### src/design/fehs_queue.sv
// ----------------------------------------------------------------------------
// fehs_queue: short first-in first-out queue
// Holds a few words between two parts so that each side stalls on its own.
// ----------------------------------------------------------------------------
module fehs_queue #(
    parameter int WIDTH = 8,
    parameter int DEPTH = 2
) (
    input  logic             clk,
    input  logic             rst_n,
    input  logic             push,
    input  logic [WIDTH-1:0] wdata,
    input  logic             pop,
    output logic [WIDTH-1:0] rdata,
    output logic             full,
    output logic             empty
);

    localparam int PW = (DEPTH > 1) ? $clog2(DEPTH) : 1;
    localparam int CW = $clog2(DEPTH + 1);

    logic [WIDTH-1:0] slot_reg [DEPTH];
    logic [PW-1:0]    wr_ptr_reg, wr_ptr_next;
    logic [PW-1:0]    rd_ptr_reg, rd_ptr_next;
    logic [CW-1:0]    count_reg, count_next;
    logic             do_push, do_pop;

    assign full    = (count_reg == CW'(DEPTH));
    assign empty   = (count_reg == '0);
    assign do_push = push && !full;
    assign do_pop  = pop && !empty;
    assign rdata   = slot_reg[rd_ptr_reg];

    always_comb
    begin
        wr_ptr_next = wr_ptr_reg;
        rd_ptr_next = rd_ptr_reg;
        count_next  = count_reg;
        if (do_push)
        begin
            wr_ptr_next = (wr_ptr_reg == PW'(DEPTH - 1)) ? '0 : wr_ptr_reg + PW'(1);
        end
        if (do_pop)
        begin
            rd_ptr_next = (rd_ptr_reg == PW'(DEPTH - 1)) ? '0 : rd_ptr_reg + PW'(1);
        end
        if (do_push && !do_pop)
        begin
            count_next = count_reg + CW'(1);
        end
        else if (do_pop && !do_push)
        begin
            count_next = count_reg - CW'(1);
        end
    end

    always_ff @(posedge clk or negedge rst_n)
    begin
        if (!rst_n)
        begin
            wr_ptr_reg <= '0;
            rd_ptr_reg <= '0;
            count_reg  <= '0;
        end
        else
        begin
            wr_ptr_reg <= wr_ptr_next;
            rd_ptr_reg <= rd_ptr_next;
            count_reg  <= count_next;
        end
    end

    always_ff @(posedge clk)
    begin
        if (do_push)
        begin
            slot_reg[wr_ptr_reg] <= wdata;
        end
    end

endmodule

### config.mk
export PLATFORM = sky130hd
export DESIGN_NAME = fehs_queue
export DESIGN_NICKNAME = d
export VERILOG_FILES = /design/src/design/fehs_queue.sv
export SDC_FILE = /design/constraint.sdc
export NUM_CORES = 1
export LEC_CHECK = 0
export ABC_AREA = 1
export BUFFER_PORTS_ARGS = -buffer_cell sky130_fd_sc_hd__buf_2
export CAP_MARGIN = 10
export CORE_AREA = 2 2 48 50
export CTS_CLUSTER_DIAMETER = 80
export CTS_CLUSTER_SIZE = 12
export DETAILED_ROUTE_END_ITERATION = 8
export DIE_AREA = 0 0 50 52
export PLACE_DENSITY = 0.6
export SKIP_CTS_REPAIR_TIMING = 1
export SYNTH_ARGS = -nofsm -noshare
export SYNTH_HDL_FRONTEND = slang
export SYNTH_SLANG_ARGS = --single-unit
export TNS_END_PERCENT = 20
### constraint.sdc
create_clock -name clk -period 4 [get_ports clk]
set_input_delay 0.8 -clock clk [delete_from_list [all_inputs] [get_ports clk]]
set_output_delay 0.8 -clock clk [all_outputs]
set_load 0.05 [all_outputs]
==> flow_summary_export.csv, run 1 <==
group,metric,value,unit
place,placedCellCount,121,
worst_setup_path,crit_arrival,1.37,ns
global_routing,overflow,0,
layout,num_antenna_cells,0,
place,gp_congestion,0.636,
layout,drive_gt1_frac,0.278,
timing,report.final.slew_viol_count,0,
worst_setup_path,cp-end-kind,"primary output",
cts,root_buffer,"clkbuf_4",
place,place_ws,2.04,ns
worst_setup_path,r2r_cells,3,
timing,worst_slew_pin_slew,0.700,ns
logic_synthesis,seq_area_frac_synth,0.717,
detailed_routing,drt-total-wl,1.41,mm
logic_synthesis,synth_top_area_share,0.594,
worst_hold_path,hold_class,"input pin to async pin",
logic_synthesis,syn_area,810,µm²
layout,multi_input_area,194,µm²
detailed_routing,via_per_inst,4.32,
worst_setup_path,start_kind,"register",
timing,fin_ws,1.83,ns
floorplanning,dieWidth,50,µm
logic_synthesis,ys.flop_type,"edfxtp_1",
cts,clock_latency,0.30,ns
layout,largest_reg_flops,16,
logic_synthesis,synth.distinct_cells,14,
layout,area_delta_synth_final,19.9,%
timing,fin_crit_sh,0.542,
layout,fillers,213,
worst_setup_path,crit_top_cell,"nand2_1",
timing,slew_headroom,0.532,
status,status,"completed",
detailed_routing,avgRoutedWirePerCell,11.3,µm
floorplanning,initial_core_util,0.384,
place,dp_hpwl,1.07,mm
pwr,peakVddDrop,0.000435,V
logic_synthesis,synth_common_cells,"nand2_1, edfxtp_1, inv_1",
cts,clk_pin_slew,0.11,ns
global_routing,grt_pass1_wl,2.13,mm
layout,final_cells,125,
floorplanning,die_h,52,µm
logic_synthesis,synthTopCellsByArea,"edfxtp_1, nand2_1, dfrtp_1, inv_1, ha_1",
global_routing,grt_start_max_net_pins,12,
global_routing,first_global_vias,502,
global_routing,antenna_found_initial,0,
floorplanning,core-area,0.00211,mm²
logic_synthesis,synth.most_common_cell,"nand2_1",
detailed_routing,ant_nets,0,
worst_setup_path,crit_path_max_fanout,10,
floorplanning,io_pins,22,
worst_setup_path,path_cells,"inv_2, nand2_1, nand2_1, buf_2",
worst_setup_path,worst_ep_required_time,3.20,ns
worst_setup_path,slowest_delay,0.50,ns
cts,cts.htree.levels,1,
layout,final_area,971,µm²
detailed_routing,drtIter0Drc,10,
detailed_routing,vias,540,
pwr,p_leak,0.460,nW
cts,cts_sinks,20,
logic_synthesis,syn_inst,73,
logic_synthesis,syn_nets,86,
worst_setup_path,cp_slowest_cell,"dfrtp_1",
global_routing,track_usage,0.117,
logic_synthesis,synth-warning-count,0,
logic_synthesis,synth_largest_area_cell,"edfxtp_1",
floorplanning,dieArea,0.00260,mm²
logic_synthesis,synth_edf_count,16,
timing,rsz0062_at_grt,"false",
detailed_routing,drc_errors,0,
logic_synthesis,synth.avg_cell_area,11.1,µm²
cts,cts_tree,"yes",
logic_synthesis,ys_async_sr_fraction,0.200,
logic_synthesis,yosys_register_bits,20,
cts,cts_buffers,3,
timing,hold_viol,0,
floorplanning,placementRows,17,
job,max_cap_violations,0,
cts,cts_buffer_depth,2,
timing,min_period,2.17,ns
timing,setup-tns-final,0,ns
layout,layout.area.seq,581,µm²
timing,finalSetupViolations,0,
place,placed_area,945,µm²
worst_setup_path,crit_type,"register to primary output",
timing,hold_slack,0.282,ns
timing,max_freq,0.461,GHz
place,port_buffers,21,
pwr,powerDensity,855,mW/mm²
timing,fin_worst_skew,0.00511,ns
layout,nets,111,
detailed_routing,drtPass1Iterations,4,
==> metrics by stage <==
stage	total power, W	utilization
2_1_floorplan	0.000649	-
3_3_place_gp	0.000734	0.449
3_5_place_dp	0.000743	0.449
4_1_cts	0.000838	0.461
5_1_grt	0.000883	0.461
6_report	0.000830	0.461
==> cell usage in the layout, fill, tap and decap left out <==
master and n:
ha_1 1, o21ai_0 2, nand4_1 1, nor2_2 2
buf_2 21, inv_2 1, xnor2_1 1, inv_1 7
clkbuf_4 3, nand3_1 1, nand2_1 33, edfxtp_1 16
nor2_1 2, dfrtp_1 4, clkinv_1 1, nand3b_1 1
==> cells by family (layout without fill, tap and decap cells) <==
kind of cell,Yosys count,in the layout,synth area share
buf+inv,9,33,0.0433
flops,20,20,0.717
compound gates,2,2,0.0124
xor+xnor,1,1,0.0108
simple gates,40,40,0.201
fa+ha+maj,1,1,0.0155
==> final cells by class <==
type / instances / area share
Sequential cell: 20 / 0.598
Multi-Input combinational cell: 44 / 0.200
Timing Repair Buffer: 21 / 0.108
Tap cell: 28 / 0.0361
Inverter: 8 / 0.0309
Clock buffer: 3 / 0.0232
Clock inverter: 1 / 0.00387
==> final timing paths <==
path / slack [ns] / to / startpoint
setup / recovery: 1.83 / rdata[1] / rd_ptr_reg
hold / removal: 0.28 / wr_ptr_reg / rst_n
setup reg to reg: 2.43 / slot_reg[1][7] / count_reg[1]
hold reg to reg: 0.49 / wr_ptr_reg / wr_ptr_reg
max in group asynchronous: 3.58 / rd_ptr_reg / rst_n
min in group clk: 0.49 / wr_ptr_reg / wr_ptr_reg
==> worst max-delay path, delay by kind of cell, from the launching register on <==
kind          cells  cell delay (ns)
simple gates      2             0.13
buf+inv           2             0.43
flops             1             0.50
==> power breakdown <==
group	total, W	leakage, nW	internal, W	switching (W)
clock network	0.0000978	0.0154	0.0000365	0.0000613
registers	0.000330	0.197	0.000289	0.0000409
logic	0.000402	0.248	0.0000930	0.000309
total	0.000830	0.460	0.000419	0.000411
==> routing by layer <==
metal	vias up	global-route usage	wire, µm
met5	-	0	0
met4	0	0.0972	41
met3	5	0.0287	68
met2	16	0.186	690
met1	234	0.134	608
li1	285	-	-
Note: power is estimated with default switching activity, not from simulation.
==> inputs of run 2 (changes only) <==
--- a/config.mk
+++ b/config.mk
@@ -13,7 +13,7 @@
 export CTS_CLUSTER_SIZE = 12
 export DETAILED_ROUTE_END_ITERATION = 8
 export DIE_AREA = 0 0 50 52
-export PLACE_DENSITY = 0.6
+export PLACE_DENSITY = 0.63
 export SKIP_CTS_REPAIR_TIMING = 1
 export SYNTH_ARGS = -nofsm -noshare
 export SYNTH_HDL_FRONTEND = slang
==> constraint.sdc (replaced) <==
create_clock -name clk -period 1.9 [get_ports clk]
set_input_delay 0.38 -clock clk [delete_from_list [all_inputs] [get_ports clk]]
set_output_delay 0.38 -clock clk [all_outputs]
set_load 0.05 [all_outputs]
==> run 2 against run 1 <==
Compared with the run above:
- core utilization is 0.89 points higher
- worst hold slack got worse by 0.0081 ns
- global-route usage barely moved
- flip-flop and latch count unchanged
- combinational power grew 110%
- critical path type unchanged
==> flow_summary_export.csv, run 2 (synthesis gave the netlist of run 1 again) <==
group,metric,value,unit
worst_setup_path,slowest_delay,0.49,ns
worst_setup_path,crit_top_cell,"nand2_1",
layout,layout.area.seq,582,µm²
detailed_routing,drc_errors,0,
pwr,p_leak,0.468,nW
timing,fin_crit_sh,0.892,
floorplanning,dieArea,0.00260,mm²
detailed_routing,ant_nets,0,
timing,finalSetupViolations,0,
global_routing,overflow,0,
place,gp_congestion,0.724,
layout,drive_gt1_frac,0.293,
timing,worst_slew_pin_slew,0.325,ns
worst_setup_path,crit_family,"flip-flops",
pwr,peakVddDrop,0.000724,V
pwr,powerDensity,1770,mW/mm²
detailed_routing,vias,557,
worst_setup_path,path_cells,"inv_2, nand2_1, nand2_1, buf_2",
detailed_routing,drtIter0Drc,2,
layout,nets,113,
detailed_routing,avgRoutedWirePerCell,10.7,µm
timing,max_freq,0.590,GHz
global_routing,grt_start_max_net_pins,12,
job,max_cap_violations,0,
cts,clock_latency,0.29,ns
layout,layout_common_cells,"nand2_1, buf_2, edfxtp_1",
cts,cts.htree.levels,1,
worst_setup_path,r2r_setup_slack,0.49,ns
layout,final_area,990,µm²
timing,fin_worst_skew,0.00997,ns
floorplanning,io_pins,22,
cts,cts_sinks,20,
status,status,"completed",
layout,num_antenna_cells,0,
place,placed_area,952,µm²
layout,final_cells,127,
timing,slew_headroom,0.783,
worst_setup_path,cp-end-kind,"primary output",
timing,report.final.slew_viol_count,0,
global_routing,grt_pass1_wl,2.23,mm
place,placedCellCount,122,
worst_hold_path,hold_class,"input pin to register",
detailed_routing,via_per_inst,4.39,
layout,largest_reg_flops,16,
floorplanning,placementRows,17,
cts,cts_buffer_depth,2,
worst_setup_path,worst_ep_required_time,1.52,ns
floorplanning,initial_core_util,0.384,
place,port_buffers,21,
global_routing,track_usage,0.117,
timing,hold_viol,0,
detailed_routing,drtPass1Iterations,2,
floorplanning,dieWidth,50,µm
timing,setup-tns-final,0,ns
cts,clk_pin_slew,0.11,ns
worst_setup_path,crit_arrival,1.31,ns
worst_setup_path,crit_path_max_fanout,10,
place,dp_hpwl,995,µm
worst_setup_path,crit_type,"register to primary output",
layout,fillers,203,
timing,min_period,1.69,ns
timing,hold_slack,0.274,ns
worst_setup_path,cp_slowest_cell,"dfrtp_2",
worst_setup_path,r2r_cells,6,
pwr,power,0.00175,W
worst_setup_path,start_kind,"register",
layout,area_delta_synth_final,22.3,%
layout,final_common_cell,"nand2_1",
layout,multi_input_area,194,µm²
cts,root_buffer,"clkbuf_4",
worst_setup_path,cp_num_cells,4,
floorplanning,die_h,52,µm
worst_setup_path,cp_num_buf_inv,2,
timing,rsz0062_at_grt,"false",
cts,cts_tree,"yes",
global_routing,first_global_vias,547,
floorplanning,core-area,0.00211,mm²
detailed_routing,drt-total-wl,1.35,mm
global_routing,antenna_found_initial,0,
worst_hold_path,min_path_cells,1,
cts,cts_buffers,3,
[run 2: cell types whose count changed in the layout (fill, tap and decap cells not counted), sizes merged]
cell,previous run,this run
buf,21,22
clkbuf,3,4
clkinv,1,0
dlygate4sd3,0,1
[run 2: path summary, 6_finish.rpt]
kind,start,endpoint
min in group asynchronous,rst_n,count_reg[0]
hold reg to reg,wr_ptr_reg,wr_ptr_reg
hold / removal,wdata[5],slot_reg[1][5]
max in group asynchronous,rst_n,rd_ptr_reg
setup / recovery,rd_ptr_reg,rdata[7]
setup reg to reg,count_reg[0],count_reg[1]
[run 2: through the flow]
stage,util,worst slack (ns)
after global routing,0.470,0.0599
after detailed placement,0.452,0.461
final,0.470,0.206
after CTS,0.465,0.135
after floorplan,-,0.262
after global placement,0.452,0.476
[run 2: power by group]
group          total (W)  switching (W)  internal (W)
combinational   0.000862       0.000657      0.000206
sequential      0.000695      0.0000842      0.000611
clock           0.000195       0.000114     0.0000814
[run 2: cell type report]
class / count / area share
sequential: 20 / 0.588
multi-input combinational: 44 / 0.196
timing repair buffer: 23 / 0.124
tap: 28 / 0.0354
inverter: 8 / 0.0303
clock buffer: 4 / 0.0265
[run 2: metal layers]
metal	routed length, µm	up-vias	global-route usage
met3	34	2	0.0259
li1	-	287	-
met2	733	9	0.224
met4	7	0	0.0556
met1	577	259	0.120
met5	0	-	0
