$ cat src/design/fehs_pkg.sv
// ----------------------------------------------------------------------------
// fehs_pkg: shared types and constants of the fire heat spread block
// Field widths, codes, the back-end state type, the command word carried
// between front and back, and the flame palette.
// ----------------------------------------------------------------------------
package fehs_pkg;

    localparam int CFG_W    = 9;
    localparam int COORD_W  = 8;
    localparam int OFF_W    = 2;
    localparam int HEAT_W   = 5;
    localparam int COLOUR_W = 8;
    localparam int PROD_W   = 17;
    localparam int AREA_W   = 18;
    localparam int CALC_W   = 19;

    localparam logic [HEAT_W-1:0] COLD_HEAT  = 5'd19;
    localparam logic [HEAT_W-1:0] HOT_HEAT   = 5'd0;
    localparam logic [OFF_W-1:0]  MAX_OFFSET = 2'd2;

    localparam logic [CFG_W-1:0] WIDTH_RESET  = 9'd256;
    localparam logic [CFG_W-1:0] HEIGHT_RESET = 9'd256;

    typedef enum logic [0:0] {
        OP_SPREAD = 1'b0,
        OP_READ   = 1'b1
    } op_t;

    typedef enum logic [0:0] {
        REG_WIDTH  = 1'b0,
        REG_HEIGHT = 1'b1
    } reg_idx_t;

    typedef enum logic [1:0] {
        BK_CLEAR,
        BK_IDLE,
        BK_ACCESS
    } back_state_t;

    typedef struct packed {
        logic              in_image;
        logic              spread;
        logic              bottom;
        logic [OFF_W-1:0]  off;
        logic [CALC_W-1:0] src;
        logic [CALC_W-1:0] up;
        logic [CALC_W-1:0] dst;
        logic              dst_ok;
    } cmd_t;

    typedef struct packed {
        logic clearing;
        logic res_push;
        logic res_full;
    } back_status_t;

    function automatic logic [3*COLOUR_W-1:0] palette(input logic [HEAT_W-1:0] h);
        logic [3*COLOUR_W-1:0] rgb;
        case (h)
            5'd0:    rgb = {8'd83,  8'd141, 8'd214};
            5'd1:    rgb = {8'd140, 8'd179, 8'd228};
            5'd2:    rgb = {8'd197, 8'd217, 8'd241};
            5'd3:    rgb = {8'd226, 8'd236, 8'd248};
            5'd4:    rgb = {8'd255, 8'd255, 8'd255};
            5'd5:    rgb = {8'd255, 8'd255, 8'd229};
            5'd6:    rgb = {8'd255, 8'd255, 8'd202};
            5'd7:    rgb = {8'd255, 8'd255, 8'd102};
            5'd8:    rgb = {8'd254, 8'd255, 8'd1};
            5'd9:    rgb = {8'd255, 8'd224, 8'd1};
            5'd10:   rgb = {8'd255, 8'd192, 8'd0};
            5'd11:   rgb = {8'd254, 8'd96,  8'd1};
            5'd12:   rgb = {8'd253, 8'd0,   8'd2};
            5'd13:   rgb = {8'd223, 8'd96,  8'd97};
            5'd14:   rgb = {8'd192, 8'd192, 8'd192};
            5'd15:   rgb = {8'd128, 8'd128, 8'd128};
            5'd16:   rgb = {8'd64,  8'd64,  8'd64};
            5'd17:   rgb = {8'd32,  8'd32,  8'd32};
            default: rgb = {8'd0,   8'd0,   8'd0};
        endcase
        return rgb;
    endfunction

endpackage

$ cat src/design/fehs_front.sv
// ----------------------------------------------------------------------------
// fehs_front: input stage of the fire heat spread block
// Accepts words, clamps the image size, classifies the pixel and builds the
// source, upper and target addresses as a command word for the back end.
// ----------------------------------------------------------------------------
module fehs_front #(
    parameter int MAX_WIDTH  = 256,
    parameter int MAX_HEIGHT = 256
) (
    input  logic                          clk,
    input  logic                          rst_n,
    input  logic                          push,
    output logic                          full,
    input  logic                          opcode,
    input  logic [fehs_pkg::COORD_W-1:0]  column,
    input  logic [fehs_pkg::COORD_W-1:0]  row,
    input  logic [fehs_pkg::OFF_W-1:0]    random_offset,
    input  logic [fehs_pkg::CFG_W-1:0]    width_cfg,
    input  logic [fehs_pkg::CFG_W-1:0]    height_cfg,
    input  logic                          clearing,
    input  logic                          q_full,
    output logic                          q_push,
    output fehs_pkg::cmd_t                q_cmd
);

    localparam int CFG_W  = fehs_pkg::CFG_W;
    localparam int CALC_W = fehs_pkg::CALC_W;

    logic [CFG_W-1:0]            w_eff, h_eff;
    logic                        in_image, bottom, spread, accept;
    logic [fehs_pkg::OFF_W-1:0]  off_sat;

    logic                              s1_valid_reg, s1_valid_next;
    logic                              s1_in_image_reg, s1_spread_reg, s1_bottom_reg;
    logic [fehs_pkg::OFF_W-1:0]        s1_off_reg;
    logic [fehs_pkg::COORD_W-1:0]      s1_col_reg;
    logic [CFG_W-1:0]                  s1_w_reg;
    logic [fehs_pkg::PROD_W-1:0]       s1_prod_reg;
    logic [fehs_pkg::AREA_W-1:0]       s1_area_reg;

    logic [CALC_W-1:0] src, up, dst;

    always_comb
    begin
        if (width_cfg == '0)
        begin
            w_eff = CFG_W'(1);
        end
        else if (int'(width_cfg) > MAX_WIDTH)
        begin
            w_eff = CFG_W'(MAX_WIDTH);
        end
        else
        begin
            w_eff = width_cfg;
        end

        if (height_cfg < CFG_W'(2))
        begin
            h_eff = CFG_W'(2);
        end
        else if (int'(height_cfg) > MAX_HEIGHT)
        begin
            h_eff = CFG_W'(MAX_HEIGHT);
        end
        else
        begin
            h_eff = height_cfg;
        end
    end

    assign in_image = ({1'b0, column} < w_eff) && ({1'b0, row} < h_eff);
    assign bottom   = ({1'b0, row} == (h_eff - CFG_W'(1)));
    assign spread   = (opcode == fehs_pkg::OP_SPREAD) && in_image && (row != '0);
    assign off_sat  = (random_offset > fehs_pkg::MAX_OFFSET) ? fehs_pkg::MAX_OFFSET
                                                             : random_offset;

    assign full   = clearing || (s1_valid_reg && q_full);
    assign accept = push && !full;
    assign q_push = s1_valid_reg && !q_full;

    always_comb
    begin
        s1_valid_next = s1_valid_reg;
        if (accept)
        begin
            s1_valid_next = 1'b1;
        end
        else if (q_push)
        begin
            s1_valid_next = 1'b0;
        end
    end

    always_ff @(posedge clk or negedge rst_n)
    begin
        if (!rst_n)
        begin
            s1_valid_reg <= 1'b0;
        end
        else
        begin
            s1_valid_reg <= s1_valid_next;
        end
    end

    always_ff @(posedge clk)
    begin
        if (accept)
        begin
            s1_in_image_reg <= in_image;
            s1_spread_reg   <= spread;
            s1_bottom_reg   <= bottom;
            s1_off_reg      <= off_sat;
            s1_col_reg      <= column;
            s1_w_reg        <= w_eff;
            s1_prod_reg     <= fehs_pkg::PROD_W'(row) * fehs_pkg::PROD_W'(w_eff);
            s1_area_reg     <= fehs_pkg::AREA_W'(w_eff) * fehs_pkg::AREA_W'(h_eff);
        end
    end

    assign src = CALC_W'(s1_prod_reg) + CALC_W'(s1_col_reg);
    assign up  = src - CALC_W'(s1_w_reg);
    assign dst = up + CALC_W'(s1_off_reg) + CALC_W'(1);

    always_comb
    begin
        q_cmd.in_image = s1_in_image_reg;
        q_cmd.spread   = s1_spread_reg;
        q_cmd.bottom   = s1_bottom_reg;
        q_cmd.off      = s1_off_reg;
        q_cmd.src      = src;
        q_cmd.up       = up;
        q_cmd.dst      = dst;
        q_cmd.dst_ok   = (dst < CALC_W'(s1_area_reg));
    end

endmodule

$ cat config.mk
export PLATFORM = sky130hd
export DESIGN_NAME = fehs_front
export DESIGN_NICKNAME = d
export VERILOG_FILES = /design/src/design/fehs_pkg.sv /design/src/design/fehs_front.sv
export SDC_FILE = /design/constraint.sdc
export NUM_CORES = 1
export LEC_CHECK = 0
export ABC_AREA = 1
export BUFFER_PORTS_ARGS = -buffer_cell sky130_fd_sc_hd__buf_4
export CORE_UTILIZATION = 63
export CTS_BUF_LIST = sky130_fd_sc_hd__clkbuf_8
export DETAILED_ROUTE_END_ITERATION = 10
export GPL_TIMING_DRIVEN = 0
export HOLD_SLACK_MARGIN = 0.06
export PLACE_DENSITY = 0.85
export SLEW_MARGIN = 20
export SYNTH_ARGS = -nofsm -noshare
export SYNTH_HDL_FRONTEND = slang
export SYNTH_SLANG_ARGS = --single-unit
$ cat constraint.sdc
create_clock -name clk -period 14.7 [get_ports clk]
set_input_delay 1.47 -clock clk [delete_from_list [all_inputs] [get_ports clk]]
set_output_delay 1.47 -clock clk [all_outputs]
set_load 0.05 [all_outputs]
==> flow_metrics.py <==
metrics = {
    "run_status": {
        "status": "complete, no violations",
    },
    "critical_path": {
        "cp_max_fo": 10,
        "crit_type": "in -> reg",
        "required_ps": 14800,
        "critPathLaunchType": "input pin",
        "critPathCaptureType": "flip-flop",
        "crit_arrival_ps": 7950,
    },
    "synthesis": {
        "synth-edff-count": 57,
        "synth.distinct_cells": 39,
        "synth_top_flop_cell": "edfxtp_1",
        "yosys-top-cells-area": "fa_1 (19%), edfxtp_1 (17%), ha_1 (16%), nand2_1 (13%), inv_1 (11%)",
        "synth_fp_nets": 1595,
        "synthCells": 1331,
        "avgSynthCellArea_sq_um": 7.42,
        "synth_seq_cells": 58,
        "syn-cell-area_sq_um": 9880,
        "yosysTopAreaCellShare_pct": 19.3,
        "yosysSeqAreaShare_pct": 17.6,
        "yosysTopAreaCell": "fa_1",
        "synth-async-reset-ratio_pct": 1.72,
        "ys.warnings.count": 0,
    },
    "cells_and_area": {
        "largest_reg_flops": 18,
        "nNetsFinal": 1712,
        "antenna_cells": 0,
        "fillCellCount": 1151,
        "drive_above_1_share_pct": 12.0,
        "multi_input_area_sq_um": 6920,
        "syn_to_final_growth_pct": 13.3,
        "final_core_util_pct": 73.4,
        "seq_area_sq_um": 1740,
        "instances_no_fill": 1664,
    },
    "clocking": {
        "root_buffer": "clkbuf_8",
        "clkTransAtPathRegs_ps": 80,
        "post_cts_buffers": 0,
        "cts_tree": "yes",
        "cts_resized": 0,
        "clock-sinks": 58,
        "cts_hold_buf": 0,
        "cts_made_buffers": 9,
        "cts_buffer_depth": 2,
        "insertion_delay_ps": 350,
        "h-tree-depth": 3,
    },
    "timing": {
        "finalCritPeriodShare_pct": 53.4,
        "finalSetupViolations": 0,
        "hold_ws_ps": 519,
        "fin_crit_ps": 7850,
        "setup_slack_ps": 6850,
        "max_slew_margin_pct": 47.9,
        "rsz0062_at_grt": "false",
        "skew_ps": 13.9,
        "tns_ps": 0,
        "hold_viol": 0,
        "slew_violations": 0,
        "worstMarginPinSlew_ps": 778,
        "fmax_mhz": 127,
    },
    "worst_hold_path": {
        "hold_class": "reg -> reg",
    },
    "floorplan": {
        "dieHeight_microns": 127,
        "num_io_pins": 107,
        "die_w_microns": 127,
        "num_rows": 45,
        "start_util_pct": 64.7,
        "fp.dieArea_sq_um": 16200,
        "core_sq_um": 15300,
    },
    "place": {
        "dpl.hpwl_microns": 20900,
        "gp_congestion": 0.960,
        "portBuffers": 104,
        "numPlacedInstances": 1648,
        "dp_slack_ps": 6790,
    },
    "global_routing": {
        "grt_pass1_wl_microns": 42600,
        "grt_overflow_total": 0,
        "grt_start_max_net_pins": 30,
        "track_usage_pct": 33.7,
        "grt_pass1_vias": 9121,
        "antenna_found_initial": 0,
    },
    "route": {
        "drt-vias-per-instance": 5.46,
        "routed_wirelength_microns": 25600,
        "ant_nets": 0,
        "first_iter_violations": 653,
        "firstDrtPassIters": 8,
        "routedWlPerCell_microns": 15.4,
        "post-route-drc-count": 0,
        "vias": 9092,
    },
    "power_and_ir_drop": {
        "vdd_ir_drop_max_mv": 0.0729,
        "power.density_nw_per_um2": 104,
        "switchingPower_mw": 0.613,
        "switching_share_pct": 52.8,
        "comb_power_share_pct": 67.3,
        "intPower_mw": 0.547,
        "leakage_nw": 6.17,
        "clockPowerShare_pct": 14.2,
        "power_frac_seq_pct": 18.5,
    },
    "flow_run": {
        "drv_cap": 0,
    },
}
cells by family (layout without fill, tap and decap cells):
kind of cell	after synthesis	in the layout	share of synthesized area (%)
AOI/OAI and AO/OA	81	81	4.72
xor gates and xnor gates	45	45	3.99
adders and majority gates	222	222	35.3
buffers and inverters	323	445	12.4
DFF	58	58	17.6
other	1	1	0.0380
and+or+nand+nor	601	601	25.9
path summary, 6_finish.rpt:
check	from	to	slack, ps	cells past startpoint
max in group asynchronous	rst_n	s1_valid_reg	13750	1
worst min-delay path	s1_valid_reg	s1_valid_reg	520	2
worst max-delay path	width_cfg[8]	s1_area_reg[17]	6850	26
worst min register to register	s1_valid_reg	s1_valid_reg	520	2
worst max register to register	s1_valid_reg	s1_area_reg[4]	13130	5
min in group asynchronous	rst_n	s1_valid_reg	870	1
synthesized netlist by cell type, drive strengths merged, types with 3 or more instances:
library cell,instances
a21boi,5
a21o,5
a21oi,40
buf,4
clkbuf,13
clkinv,3
edfxtp,57
fa,95
ha,127
inv,303
nand2,345
nand3,70
nand4,18
nor2,152
nor3,7
o21ai,21
or2,5
xnor2,14
xor2,31
per-stage QoR:
stage               total power [mW]  instance area (sq um)
floorplan                      0.785                   9880
global placement               0.969                  10900
detailed placement             0.989                  11000
CTS                             1.16                  11200
global route                    1.24                  11200
finish                          1.16                  11200
cell type report:
class,count,area share [%]
Multi-Input combinational cell,950,61.8
Sequential cell,58,15.5
Inverter,306,10.3
Timing Repair Buffer,106,7.40
Tap cell,211,2.36
Clock buffer,9,1.11
Clock inverter,7,0.838
Buffer,17,0.704
per-layer routing:
| layer | up-vias | GRT usage [%] | share of wire, % |
|---|---|---|---|
| met5 | - | 0 | 0 |
| met4 | 0 | 15.3 | 3.9 |
| met3 | 89 | 4.56 | 8.3 |
| met2 | 480 | 57.5 | 47 |
| met1 | 4205 | 42.7 | 41 |
| li1 | 4318 | - | - |
critical path: stages:
cell	delay, ps
clkbuf_1	420
clkinv_1	390
nor2_1	430
nor2_1	300
inv_1	160
clkbuf_1	560
nor2_1	160
fa_1	450
fa_1	500
ha_1	290
inv_1	60
fa_1	540
inv_1	50
ha_1	340
a21oi_1	160
nand2_1	100
a21oi_1	220
o21ai_0	200
a21boi_0	350
o21ai_0	180
nand2_1	90
inv_1	50
o21ai_0	270
nand2_1	90
nand2_1	70
nand2_1	50
power groups by stage:
stage	logic (mW)	registers [mW]	clock network (mW)
floorplan	0.569	0.216	0
global placement	0.750	0.218	0
detailed placement	0.771	0.218	0
CTS	0.778	0.215	0.165
global route	0.856	0.216	0.171
finish	0.781	0.215	0.165
layout by cell type (no fill, tap or decap), types with 2 or more instances in the layout:
master     count
xor2_1        31
nand3_2        4
o21a_1         2
o21bai_1       2
ha_1         127
o21ai_2        2
o21ai_0       19
o31ai_1        2
nor2_1       133
nand2_2       14
nand4_1       17
a21o_1         5
inv_2          6
nand3b_1       2
nor3_2         2
clkbuf_8       9
xnor2_1       14
and2_1         2
a21oi_1       40
nand3_1       66
a211oi_1       2
clkinv_1       4
bufinv_16      2
nor3_1         5
fa_1          95
nor2_2        14
nor2_4         5
clkinv_4       2
inv_1        297
edfxtp_1      57
a21boi_0       4
clkbuf_1      13
nand2_1      331
buf_4        108
or2_1          4
(Power assumes the default switching activity.)
